File: src/hw/rtl/bfd_pkg.sv
package bfd_pkg;

  // Geometry of the file
  localparam int          PV_BYTES_DEF = 96;
  localparam int          HDR_LEN      = 24;
  localparam logic [31:0] CRC_POLY     = 32'hEDB8_8320;
  localparam logic [31:0] ALL_ONES     = 32'hFFFF_FFFF;
  localparam logic [39:0] LEN_MAX      = 40'hFF_FFFF_FFFF;

  // Configuration registers
  localparam int          CFG_ADDR_W     = 1;
  localparam logic [CFG_ADDR_W-1:0] REG_FORMAT_VER = 1'b0;
  localparam logic [CFG_ADDR_W-1:0] REG_ENGINE_VER = 1'b1;
  localparam logic [31:0] FORMAT_VER_RST = 32'd2;
  localparam logic [31:0] ENGINE_VER_RST = 32'd1;

  // Status codes
  localparam logic [2:0] ST_OK      = 3'd0;
  localparam logic [2:0] ST_SHORT   = 3'd1;
  localparam logic [2:0] ST_VERSION = 3'd2;
  localparam logic [2:0] ST_SIZE    = 3'd3;
  localparam logic [2:0] ST_CRC     = 3'd4;

  // Result kinds
  localparam logic KIND_RECORD = 1'b0;
  localparam logic KIND_STATUS = 1'b1;

  // Which record field a body byte lands in
  localparam logic [1:0] FLD_NONE = 2'd0;
  localparam logic [1:0] FLD_KEY  = 2'd1;
  localparam logic [1:0] FLD_INFO = 2'd2;

  // One classified byte, front to back
  typedef struct packed {
    logic [7:0] data;
    logic       last;
    logic       hdr;      // header byte
    logic [4:0] pos;      // header position, or byte lane within a field
    logic [1:0] fld;
    logic       rec_end;  // last byte of a record
  } bfd_op_t;

  // One result item
  typedef struct packed {
    logic               kind;
    logic [63:0]        key;
    logic signed [31:0] score;
    logic signed [15:0] mate;
    logic signed [15:0] depth;
    logic [2:0]         status;
    logic               final_res;
  } bfd_res_t;

  // Up to two results per classified byte
  typedef struct packed {
    logic [1:0] n;
    bfd_res_t   item0;
    bfd_res_t   item1;
  } bfd_push_t;

  function automatic logic [7:0] magic_byte(input logic [1:0] idx);
    logic [7:0] b;
    case (idx)
      2'd0:    b = 8'h47;
      2'd1:    b = 8'h4D;
      2'd2:    b = 8'h42;
      default: b = 8'h4B;
    endcase
    return b;
  endfunction

  // Reflected CRC-32, one byte
  function automatic logic [31:0] crc_byte(input logic [31:0] crc_in, input logic [7:0] b);
    logic [31:0] c;
    c = crc_in ^ {24'd0, b};
    for (int k = 0; k < 8; k++) begin
      c = c[0] ? (CRC_POLY ^ (c >> 1)) : (c >> 1);
    end
    return c;
  endfunction

endpackage

File: src/hw/rtl/bfd_ifs.sv
interface bfd_in_if;
  logic       valid;
  logic       ready;
  logic [7:0] data_byte;
  logic       end_of_file;
  modport source(output valid, data_byte, end_of_file, input ready);
  modport sink(input valid, data_byte, end_of_file, output ready);
endinterface

interface bfd_out_if;
  logic               valid;
  logic               ready;
  logic               kind;
  logic [63:0]        record_key;
  logic signed [31:0] record_score;
  logic signed [15:0] record_mate;
  logic signed [15:0] record_depth;
  logic [2:0]         status;
  logic               final_res;
  modport source(output valid, kind, record_key, record_score, record_mate, record_depth,
                 status, final_res, input ready);
  modport sink(input valid, kind, record_key, record_score, record_mate, record_depth,
               status, final_res, output ready);
endinterface

interface bfd_cfg_if;
  logic                            valid;
  logic                            ready;
  logic [bfd_pkg::CFG_ADDR_W-1:0]  addr;
  logic [31:0]                     data;
  modport source(output valid, addr, data, input ready);
  modport sink(input valid, addr, data, output ready);
endinterface

File: src/hw/rtl/book_file_record_deframer.sv
// Book file record deframer.
// in_ch takes the file one byte per item; end_of_file marks the last byte.
// out_ch gives a record item (kind 0: key, score, mate, depth) when the last
// byte of each body record arrives, and a status item (kind 1, final_res 1)
// after the final byte. Drop the records of a run whose status is not ok.
// cfg_ch writes the expected format (index 0) and engine (index 1) words;
// it is always ready and should be written between files.
// Throughput: one byte per cycle while the output queue has room; set by the
// one-byte CRC step in the back end. A byte that closes a record and the
// file pushes two items, which the receiver takes one after the other.
// Reset: counters clear, the CRC presets to all ones, the expected words go
// to 2 and 1, and both queues empty.
// Receiver stall: results wait in a four-entry output queue; once it holds
// more than two the back end stops, the two-entry byte queue fills, and
// in_ch.ready drops. No item is lost or repeated.
module book_file_record_deframer #(
  parameter int PV_BYTES = bfd_pkg::PV_BYTES_DEF
) (
  input  logic      clk,
  input  logic      rst_n,
  bfd_in_if.sink    in_ch,
  bfd_out_if.source out_ch,
  bfd_cfg_if.sink   cfg_ch
);
  import bfd_pkg::*;

  logic      op_valid;
  logic      op_pop;
  bfd_op_t   op;
  logic      room;
  bfd_push_t push;

  bfd_front #(.PV_BYTES(PV_BYTES)) u_front (
    .clk      (clk),
    .rst_n    (rst_n),
    .in_ch    (in_ch),
    .op_pop   (op_pop),
    .op_valid (op_valid),
    .op       (op)
  );

  bfd_back #(.PV_BYTES(PV_BYTES)) u_back (
    .clk      (clk),
    .rst_n    (rst_n),
    .cfg_ch   (cfg_ch),
    .op_valid (op_valid),
    .op       (op),
    .op_pop   (op_pop),
    .room     (room),
    .push     (push)
  );

  bfd_outq u_outq (
    .clk    (clk),
    .rst_n  (rst_n),
    .push   (push),
    .room   (room),
    .out_ch (out_ch)
  );

endmodule

File: src/hw/rtl/bfd_front.sv
module bfd_front #(
  parameter int PV_BYTES = bfd_pkg::PV_BYTES_DEF
) (
  input  logic             clk,
  input  logic             rst_n,
  bfd_in_if.sink           in_ch,
  input  logic             op_pop,
  output logic             op_valid,
  output bfd_pkg::bfd_op_t op
);
  import bfd_pkg::*;

  localparam int REC_LEN = 16 + PV_BYTES;
  // Wide enough to hold the record length itself, so the field bounds fit
  localparam int OFF_W   = $clog2(REC_LEN + 1);

  logic [4:0]       hp_r;
  logic [OFF_W-1:0] off_r;
  logic             accept;
  bfd_op_t          op_new;

  bfd_op_t          q_r [2];
  logic             wr_ptr_r;
  logic             rd_ptr_r;
  logic [1:0]       cnt_r;

  assign in_ch.ready = (cnt_r != 2'd2);
  assign accept      = in_ch.valid && in_ch.ready;
  assign op_valid    = (cnt_r != 2'd0);
  assign op          = q_r[rd_ptr_r];

  // Classify the incoming byte
  always_comb begin
    op_new.data    = in_ch.data_byte;
    op_new.last    = in_ch.end_of_file;
    op_new.hdr     = (hp_r != 5'(HDR_LEN));
    op_new.rec_end = (off_r == OFF_W'(REC_LEN - 1));
    if (op_new.hdr) begin
      op_new.pos = hp_r;
      op_new.fld = FLD_NONE;
    end else begin
      op_new.pos = {2'd0, off_r[2:0]};
      if (off_r < OFF_W'(8))       op_new.fld = FLD_KEY;
      else if (off_r < OFF_W'(16)) op_new.fld = FLD_INFO;
      else                         op_new.fld = FLD_NONE;
    end
  end

  // Header and record position counters
  always_ff @(posedge clk) begin
    if (!rst_n) begin
      hp_r  <= '0;
      off_r <= '0;
    end else if (accept) begin
      if (in_ch.end_of_file) begin
        hp_r  <= '0;
        off_r <= '0;
      end else if (op_new.hdr) begin
        hp_r <= hp_r + 5'd1;
      end else if (op_new.rec_end) begin
        off_r <= '0;
      end else begin
        off_r <= off_r + OFF_W'(1);
      end
    end
  end

  // Two-entry queue toward the back end
  always_ff @(posedge clk) begin
    if (!rst_n) begin
      wr_ptr_r <= 1'b0;
      rd_ptr_r <= 1'b0;
      cnt_r    <= '0;
    end else begin
      if (accept) wr_ptr_r <= ~wr_ptr_r;
      if (op_pop) rd_ptr_r <= ~rd_ptr_r;
      cnt_r <= cnt_r + 2'(accept) - 2'(op_pop);
    end
  end

  always_ff @(posedge clk) begin
    if (accept) q_r[wr_ptr_r] <= op_new;
  end

endmodule

File: src/hw/rtl/bfd_back.sv
module bfd_back #(
  parameter int PV_BYTES = bfd_pkg::PV_BYTES_DEF
) (
  input  logic               clk,
  input  logic               rst_n,
  bfd_cfg_if.sink            cfg_ch,
  input  logic               op_valid,
  input  bfd_pkg::bfd_op_t   op,
  output logic               op_pop,
  input  logic               room,
  output bfd_pkg::bfd_push_t push
);
  import bfd_pkg::*;

  localparam int REC_LEN = 16 + PV_BYTES;

  logic [31:0] fmt_r, eng_r;

  logic        fault_r, fault_nxt;
  logic [63:0] ver_r, ver_nxt;
  logic [31:0] count_r, count_nxt;
  logic [31:0] stored_r, stored_nxt;
  logic [31:0] crc_r, crc_nxt;
  logic [39:0] len_r, len_nxt;
  logic [63:0] key_r, key_nxt;
  logic [63:0] info_r, info_nxt;
  logic [40:0] want_r;
  logic [2:0]  ver_idx;
  logic        go;
  logic        short_file;
  logic        emit_rec;
  logic [2:0]  st;
  bfd_res_t    rec_item, st_item;

  // Configuration writes
  assign cfg_ch.ready = 1'b1;

  always_ff @(posedge clk) begin
    if (!rst_n) begin
      fmt_r <= FORMAT_VER_RST;
      eng_r <= ENGINE_VER_RST;
    end else if (cfg_ch.valid) begin
      unique case (cfg_ch.addr)
        REG_FORMAT_VER: fmt_r <= cfg_ch.data;
        REG_ENGINE_VER: eng_r <= cfg_ch.data;
      endcase
    end
  end

  // Take an item only when the result queue can hold two more
  assign go     = op_valid && room;
  assign op_pop = go;

  assign ver_idx = 3'(op.pos - 5'd4);

  // Header capture, CRC, length and field assembly
  always_comb begin
    fault_nxt  = fault_r;
    ver_nxt    = ver_r;
    count_nxt  = count_r;
    stored_nxt = stored_r;
    crc_nxt    = crc_r;
    len_nxt    = len_r;
    key_nxt    = key_r;
    info_nxt   = info_r;
    if (go) begin
      if (op.hdr) begin
        if (op.pos < 5'd4) begin
          if (op.data != magic_byte(op.pos[1:0])) fault_nxt = 1'b1;
        end else if (op.pos < 5'd12) begin
          ver_nxt[{ver_idx, 3'b000} +: 8] = op.data;
        end else if (op.pos < 5'd16) begin
          count_nxt[{op.pos[1:0], 3'b000} +: 8] = op.data;
        end else if (op.pos < 5'd20) begin
          stored_nxt[{op.pos[1:0], 3'b000} +: 8] = op.data;
        end
      end else begin
        crc_nxt = crc_byte(crc_r, op.data);
        if (len_r != LEN_MAX) len_nxt = len_r + 40'd1;
        case (op.fld)
          FLD_KEY:  key_nxt[{op.pos[2:0], 3'b000} +: 8] = op.data;
          FLD_INFO: info_nxt[{op.pos[2:0], 3'b000} +: 8] = op.data;
          default:  ;
        endcase
      end
    end
  end

  // Final status, checks in precedence order
  assign short_file = op.hdr && (op.pos != 5'(HDR_LEN - 1));

  always_comb begin
    if (short_file || fault_nxt)                                st = ST_SHORT;
    else if (ver_r[31:0] != fmt_r || ver_r[63:32] != eng_r)     st = ST_VERSION;
    else if (len_nxt == LEN_MAX || {1'b0, len_nxt} != want_r)   st = ST_SIZE;
    else if ((crc_nxt ^ ALL_ONES) != stored_r)                  st = ST_CRC;
    else                                                        st = ST_OK;
  end

  assign emit_rec = !op.hdr && op.rec_end;

  always_comb begin
    rec_item.kind      = KIND_RECORD;
    rec_item.key       = key_nxt;
    rec_item.score     = info_nxt[31:0];
    rec_item.mate      = info_nxt[47:32];
    rec_item.depth     = info_nxt[63:48];
    rec_item.status    = ST_OK;
    rec_item.final_res = 1'b0;

    st_item.kind      = KIND_STATUS;
    st_item.key       = '0;
    st_item.score     = '0;
    st_item.mate      = '0;
    st_item.depth     = '0;
    st_item.status    = st;
    st_item.final_res = 1'b1;

    push.n     = go ? (2'(emit_rec) + 2'(op.last)) : 2'd0;
    push.item0 = emit_rec ? rec_item : st_item;
    push.item1 = st_item;
  end

  // Run state, cleared after the final byte
  always_ff @(posedge clk) begin
    if (!rst_n) begin
      fault_r <= 1'b0;
      crc_r   <= ALL_ONES;
      len_r   <= '0;
    end else if (go && op.last) begin
      fault_r <= 1'b0;
      crc_r   <= ALL_ONES;
      len_r   <= '0;
    end else begin
      fault_r <= fault_nxt;
      crc_r   <= crc_nxt;
      len_r   <= len_nxt;
    end
  end

  // Header words and record fields; all rewritten before use
  always_ff @(posedge clk) begin
    ver_r    <= ver_nxt;
    count_r  <= count_nxt;
    stored_r <= stored_nxt;
    key_r    <= key_nxt;
    info_r   <= info_nxt;
    want_r   <= 41'(count_r) * 41'(REC_LEN);
  end

endmodule

File: src/hw/rtl/bfd_outq.sv
module bfd_outq (
  input  logic               clk,
  input  logic               rst_n,
  input  bfd_pkg::bfd_push_t push,
  output logic               room,
  bfd_out_if.source          out_ch
);
  import bfd_pkg::*;

  localparam int DEPTH = 4;
  localparam int PTR_W = $clog2(DEPTH);
  localparam int CNT_W = PTR_W + 1;

  bfd_res_t         mem_r [DEPTH];
  logic [PTR_W-1:0] wr_ptr_r, rd_ptr_r;
  logic [CNT_W-1:0] cnt_r;
  logic             pop;
  bfd_res_t         head;

  assign head         = mem_r[rd_ptr_r];
  assign out_ch.valid = (cnt_r != '0);
  assign pop          = out_ch.valid && out_ch.ready;
  assign room         = (cnt_r <= CNT_W'(DEPTH - 2));

  assign out_ch.kind         = head.kind;
  assign out_ch.record_key   = head.key;
  assign out_ch.record_score = head.score;
  assign out_ch.record_mate  = head.mate;
  assign out_ch.record_depth = head.depth;
  assign out_ch.status       = head.status;
  assign out_ch.final_res    = head.final_res;

  // Pointers and fill level
  always_ff @(posedge clk) begin
    if (!rst_n) begin
      wr_ptr_r <= '0;
      rd_ptr_r <= '0;
      cnt_r    <= '0;
    end else begin
      wr_ptr_r <= wr_ptr_r + PTR_W'(push.n);
      if (pop) rd_ptr_r <= rd_ptr_r + PTR_W'(1);
      cnt_r <= cnt_r + CNT_W'(push.n) - CNT_W'(pop);
    end
  end

  // Up to two writes per cycle
  always_ff @(posedge clk) begin
    if (push.n != 2'd0) mem_r[wr_ptr_r] <= push.item0;
    if (push.n == 2'd2) mem_r[wr_ptr_r + PTR_W'(1)] <= push.item1;
  end

endmodule

File: src/flat_wrapper.sv
// flat-port wrapper written by rule: the top's interface ports become plain ports
module book_file_record_deframer_flat import bfd_pkg::*;
#(
  parameter int PV_BYTES = bfd_pkg::PV_BYTES_DEF
)
  (clk, rst_n, in_ch_valid, in_ch_data_byte, in_ch_end_of_file, in_ch_ready, out_ch_valid, out_ch_kind, out_ch_record_key, out_ch_record_score, out_ch_record_mate, out_ch_record_depth, out_ch_status, out_ch_final_res, out_ch_ready, cfg_ch_valid, cfg_ch_addr, cfg_ch_data, cfg_ch_ready);
  bfd_in_if in_ch_i ();
  bfd_out_if out_ch_i ();
  bfd_cfg_if cfg_ch_i ();
  input  logic clk;
  input  logic rst_n;
  input wire logic [$bits(in_ch_i.valid)-1:0] in_ch_valid;
  input wire logic [$bits(in_ch_i.data_byte)-1:0] in_ch_data_byte;
  input wire logic [$bits(in_ch_i.end_of_file)-1:0] in_ch_end_of_file;
  output wire logic [$bits(in_ch_i.ready)-1:0] in_ch_ready;
  output wire logic [$bits(out_ch_i.valid)-1:0] out_ch_valid;
  output wire logic [$bits(out_ch_i.kind)-1:0] out_ch_kind;
  output wire logic [$bits(out_ch_i.record_key)-1:0] out_ch_record_key;
  output wire logic [$bits(out_ch_i.record_score)-1:0] out_ch_record_score;
  output wire logic [$bits(out_ch_i.record_mate)-1:0] out_ch_record_mate;
  output wire logic [$bits(out_ch_i.record_depth)-1:0] out_ch_record_depth;
  output wire logic [$bits(out_ch_i.status)-1:0] out_ch_status;
  output wire logic [$bits(out_ch_i.final_res)-1:0] out_ch_final_res;
  input wire logic [$bits(out_ch_i.ready)-1:0] out_ch_ready;
  input wire logic [$bits(cfg_ch_i.valid)-1:0] cfg_ch_valid;
  input wire logic [$bits(cfg_ch_i.addr)-1:0] cfg_ch_addr;
  input wire logic [$bits(cfg_ch_i.data)-1:0] cfg_ch_data;
  output wire logic [$bits(cfg_ch_i.ready)-1:0] cfg_ch_ready;
  assign in_ch_i.valid = in_ch_valid;
  assign in_ch_i.data_byte = in_ch_data_byte;
  assign in_ch_i.end_of_file = in_ch_end_of_file;
  assign in_ch_ready = in_ch_i.ready;
  assign out_ch_valid = out_ch_i.valid;
  assign out_ch_kind = out_ch_i.kind;
  assign out_ch_record_key = out_ch_i.record_key;
  assign out_ch_record_score = out_ch_i.record_score;
  assign out_ch_record_mate = out_ch_i.record_mate;
  assign out_ch_record_depth = out_ch_i.record_depth;
  assign out_ch_status = out_ch_i.status;
  assign out_ch_final_res = out_ch_i.final_res;
  assign out_ch_i.ready = out_ch_ready;
  assign cfg_ch_i.valid = cfg_ch_valid;
  assign cfg_ch_i.addr = cfg_ch_addr;
  assign cfg_ch_i.data = cfg_ch_data;
  assign cfg_ch_ready = cfg_ch_i.ready;
  book_file_record_deframer #(.PV_BYTES(PV_BYTES)) u_core (.clk(clk), .rst_n(rst_n), .in_ch(in_ch_i), .out_ch(out_ch_i), .cfg_ch(cfg_ch_i));
endmodule
File: config.mk
export PLATFORM = sky130hd
export DESIGN_NAME = book_file_record_deframer_flat
export DESIGN_NICKNAME = d
export VERILOG_FILES = /design/src/hw/rtl/bfd_pkg.sv /design/src/hw/rtl/bfd_ifs.sv /design/src/hw/rtl/book_file_record_deframer.sv /design/src/hw/rtl/bfd_front.sv /design/src/hw/rtl/bfd_back.sv /design/src/hw/rtl/bfd_outq.sv /design/src/flat_wrapper.sv
export SDC_FILE = /design/constraint.sdc
export NUM_CORES = 2
export LEC_CHECK = 0
export ABC_AREA = 1
export BUFFER_PORTS_ARGS = -buffer_cell sky130_fd_sc_hd__buf_2
export CAP_MARGIN = 5
export CORE_MARGIN = 1.5
export CORE_UTILIZATION = 63
export DETAILED_ROUTE_END_ITERATION = 8
export PLACE_DENSITY = 0.81
export SKIP_CTS_REPAIR_TIMING = 1
export SLEW_MARGIN = 25
export SYNTH_ARGS = -nofsm -noshare
export SYNTH_HDL_FRONTEND = slang
export SYNTH_HIERARCHICAL = 1
export SYNTH_SLANG_ARGS = --single-unit
File: constraint.sdc
create_clock -name clk -period 15.3 [get_ports clk]
set_input_delay 2.295 -clock clk [delete_from_list [all_inputs] [get_ports clk]]
set_output_delay 2.295 -clock clk [all_outputs]
set_load 0.05 [all_outputs]
Word level (Yosys, flattened, before mapping):

Memory sizes are Yosys's and may differ from the RTL's. A register that Yosys moved wholly into a read port is not among the register bits.
Index checks and enable logic that the tools add are counted.

* bitwise gates (word level): 17
* $add $sub $neg: 15
* $lt $le $gt $ge: 7
* equality and inequality tests: 17
* shift-type cells: 6
* mux-type cells: 56
* multipliers: 1
* reductions and logical operators: 23

Operator list (count)
* $mux W64: 6
* $mux W32: 10
* $bwmux W64: 3
* $mux W133: 1
* $shift A8 B8 Y64 const A: 2
* $shiftx A8 B8 Y64: 2
* $mux W40: 3
* $not A13 Y14: 8
* $ne A32 B32 Y1: 3
* $bwmux W32: 2
* $add A40 B1 Y40 const B: 1
* $eq A40 B40 Y1 const B: 1
* $ne A40 B39 Y1: 1
* $ne A40 B40 Y1 const B: 1
* $mul A32 B3 Y35 const B: 1
* $not A32 Y32: 1
* $shift A8 B7 Y32 const A: 1
* $shiftx A8 B7 Y32: 1
* $xor A32 B8 Y32: 1
* $mux W7: 4
* $mux W8: 3
* $neg A6 Y8: 2
* $mux W1: 12
* $mux W3: 4
* 38 further kinds: 68

* memories kept: 2
* output and inout port bits: 136
* bits of input ports: 47
* bits in registers: 451
* word-level logic and storage cells: 163
* bits in writable memories: 568

Memories
* u_core.u_outq.mem_r: words 4, width 133, read ports 1, clocked after memory_dff 1, write ports 2, RTL line bfd_outq.sv:14 `bfd_res_t mem_r [DEPTH];`
* u_core.u_front.q_r: words 2, width 18, read ports 1, clocked after memory_dff 1, write ports 1, RTL line bfd_front.sv:22 `bfd_op_t q_r [2];`

Depth between registers and ports, before layout:

* depth after elaboration: 26
* depth in mapped cells: 26
* mapped depth without buffers: 23

By module:

Netlist, hierarchy kept.

Modules (own cells, without submodules)
* bfd_outq: area an instance 25702.2 µm², times used 1, cells an instance 2673
* bfd_back: area an instance 23496.3 µm², times used 1, cells an instance 3162
* bfd_front: area an instance 2341.0 µm², times used 1, cells an instance 211

Worst setup path before layout:

OpenSTA, ideal clock, no wires.

* path kind: flip-flop to flip-flop
* from: reg with a tool-made name
* to: mem u_core/u_outq/mem_r[3][0] in the netlist's numbering (enable)
* stages on the path, launching flop included: 14
* buffers on the path: 4
* arrival: 12.175 ns
* setup slack: 2.305 ns
* data required time: 14.480 ns
* cells stage by stage: dfxtp_1 buf_2 buf_2 mux2_2 inv_1 nand2_1 inv_1 clkbuf_1 clkbuf_1 ha_1 inv_1 nor2_1 nor2_1 o31ai_1

RTL lines (RTL line)
* end: declaration: bfd_outq.sv:14

==> results.cfg <==
[route]
drc = 0
ant_nets = 0
num_vias = 42700
via_per_inst = 5.90
routed_wl_mm = 142
detail_route.iter0.violations = 5434
wl_per_cell_microns = 19.7
dr.pass1.iters = 8

[global_route]
grt_use_met1_pct = 44.4
antenna_found_initial = 8
top_usage_layer = met2
grt_pass1_wl_mm = 218
gr-usage-met2_pct = 53.5
grt_max_degree = 213
grtUsageMet3_pct = 6.61
grt_pass1_vias = 40000
grt_usage_pct = 33.7
grt-ovfl-total = 0

[setup_path]
crit_fanout = 23
setup.worst_path.end_class = register
cp.arrival_ns = 6.77
criticalPathCategory = reg2reg
required_ns = 15.81
critPathLaunchType = register

[min_path]
hold_class = reg2reg

[finish]
drive_gt1_share_pct = 8.10
nets = 6212
regArea_sq_um = 27400
multiInputGateArea_sq_um = 20400
area_delta_synth_final_pct = 8.57
nFillCells = 6124

[cts]
cts_buffers = 105
worstSkewPairLatency_ns = 0.70
cts_tree = yes
root_buffer = clkbuf_16
cts.sinks = 1022
htree_levels = 3
cts.clk_slew.worst_paths_ns = 0.06
clock_path_buffers = 3

[floorplanning]
num_rows = 104
die_x_microns = 289
fp.dieArea_sq_um = 83500
die_y_microns = 289
io_pins = 183
core_area_sq_um = 80800
initial_core_util_pct = 63.8

[sta]
worst-slew-pin-transition_ns = 1.16
period_minus_slack_ns = 6.26
tns_ns = 0
finalSetupViolCount = 0
max_slew_margin_pct = 22.2
hold_viol_final = 0
max_freq_mhz = 160
finalHoldWorstSlack_ns = 0.443
fin_worst_skew_ns = 0.0369
rsz0062_at_grt = false
drv_slew = 0
fin_crit_sh_pct = 40.9

[yosys]
netlist_instances = 6046
synth_edf_count = 696
syn-cell-area_sq_um = 51500
ys_seq_area_share_pct = 53.2
ys.flop_type = edfxtp_1
synth_cell_types = 51
ys.warnings.count = 6
avgSynthCellArea_sq_um = 8.52
postSynth.asyncResetShare_pct = 0
ys_ff_latch = 1022

[placed_design]
post-dp-hpwl_mm = 89.4
port_buffers = 181
place.gp.congestion = 0.944

[pwr]
ir_drop_v = 0.000169
p_per_area_nw_per_um2 = 149
p_leak_nw = 21.9

[run]
cap_violations = 0

[status]
outcome = complete, no violations
==> routing by layer <==
metal | vias to the layer above | wire [microns]
li1 | 20000 | -
met1 | 19800 | 53900
met2 | 2402 | 65200
met3 | 478 | 15800
met4 | 12 | 7390
met5 | - | 76
==> power breakdown <==
group,internal (mW),leakage (nW),switching [mW]
sequential,3.20,9.37,0.102
clock,1.47,1.71,1.10
combinational,0.508,10.8,1.96
==> placed cells by master (no fill, tap or decap), types with 43 or more instances in the layout <==
cell	count
ha_1	54
clkbuf_16	112
xnor2_1	73
nor2_1	788
conb_1	131
buf_4	43
inv_1	514
buf_2	181
nand3_1	175
a21oi_1	125
o21ai_0	926
dfxtp_1	324
o22ai_1	154
nand4_1	60
nand2_1	1343
edfxtp_1	696
==> through the flow <==
stage	worst slack [ns]	power (mW)	cell area [sq um]	std cells	utilization, %
after floorplan	2.30	5.03	52000	6175	-
after global routing	8.69	8.62	55900	7231	69.2
after detailed placement	9.25	5.76	52400	7031	64.9
final	9.04	8.35	56000	7233	69.2
after CTS	9.20	8.31	55900	7231	69.2
after global placement	9.30	5.72	52400	7031	64.9
==> path summary, 6_finish.rpt <==
path,start,end,slack [ns],cells after the start
setup / recovery,register,u_core/u_outq/mem_r[3][99],9.04,12
hold reg to reg,u_core/u_back/info_r[48],u_core/u_back/info_r[48],0.44,2
setup reg to reg,register,u_core/u_outq/mem_r[3][99],9.04,12
hold / removal,u_core/u_back/info_r[48],u_core/u_back/info_r[48],0.44,2
==> Yosys cell counts, types with 10 or more instances <==
cell      number  area (sq um)
edfxtp_1     696         20900
ha_1          54           676
nor2_1       788          2960
o21ai_0      926          4630
o22ai_1      154           963
and2_1        35           219
nand3b_1      31           233
o21ai_1       38           190
xor2_1        39           342
a21oi_1      125           626
nor3_1        26           130
or2_2         24           150
nand2_1     1350          5070
a31oi_1       10          62.6
a211oi_1      13          97.6
clkbuf_1     182           683
mux2_2        18           203
xnor2_1       73           639
o21a_1        11          82.6
buf_4        135          1010
dfxtp_1      326          6530
inv_2         15          56.3
inv_1        519          1950
nand4_1       60           375
nand3_1      175           876
buf_2        103           515
fa_1          33           661
==> final cells by class <==
| cell class | instances | area share (%) |
|---|---|---|
| flip-flops and latches | 1022 | 49.0 |
| repair buffers | 228 | 2.29 |
| well taps | 1060 | 2.37 |
| clock inverters | 39 | 0.698 |
| multi-input cells | 4181 | 36.4 |
| clock buffers | 161 | 5.54 |
| diodes | 2 | 0.00894 |
| inverters | 540 | 3.64 |
==> worst max-delay path, cell delays in order, from the launching register on <==
cell,delay (ns)
dfxtp_1,0.83
mux2_2,0.54
inv_2,0.15
ha_1,0.65
ha_1,0.85
inv_1,0.64
nor2_1,0.57
inv_1,0.24
nor2_1,0.66
nor2_1,0.13
a211oi_1,0.55
nand2_1,0.12
o21ai_0,0.13
==> registers in the layout, summed over array words and instances (netlist names), 3 cells and up, named ones only <==
| register | flops |
|---|---|
| u_core/u_back/info_r | 64 |
| u_core/u_back/crc_r | 32 |
| u_core/u_outq/mem_r | 532 |
| u_core/u_back/fmt_r | 32 |
| u_core/u_back/count_r | 32 |
| u_core/u_back/key_r | 64 |
| u_core/u_back/ver_r | 64 |
| u_core/u_front/q_r | 36 |
| u_core/u_back/len_r | 40 |
| u_core/u_outq/cnt_r | 3 |
| u_core/u_back/eng_r | 32 |
| u_core/u_front/off_r | 7 |
| u_core/u_back/want_r | 35 |
| u_core/u_front/hp_r | 5 |
| u_core/u_back/stored_r | 32 |
==> cells by family (layout without fill, tap and decap cells) <==
logic type	after synthesis	in the layout	share of synthesized area, %
other	2	133	0.0146
AND/OR/NAND/NOR	2529	2529	20.1
buffers and inverters	972	968	8.37
XOR/XNOR	114	114	1.99
AO/OA/AOI/OAI	1302	1302	13.3
multiplexers	18	18	0.393
adder cells (fa/ha/maj)	87	87	2.59
flip-flops	1022	1022	53.2
(Power assumes the default switching activity.)
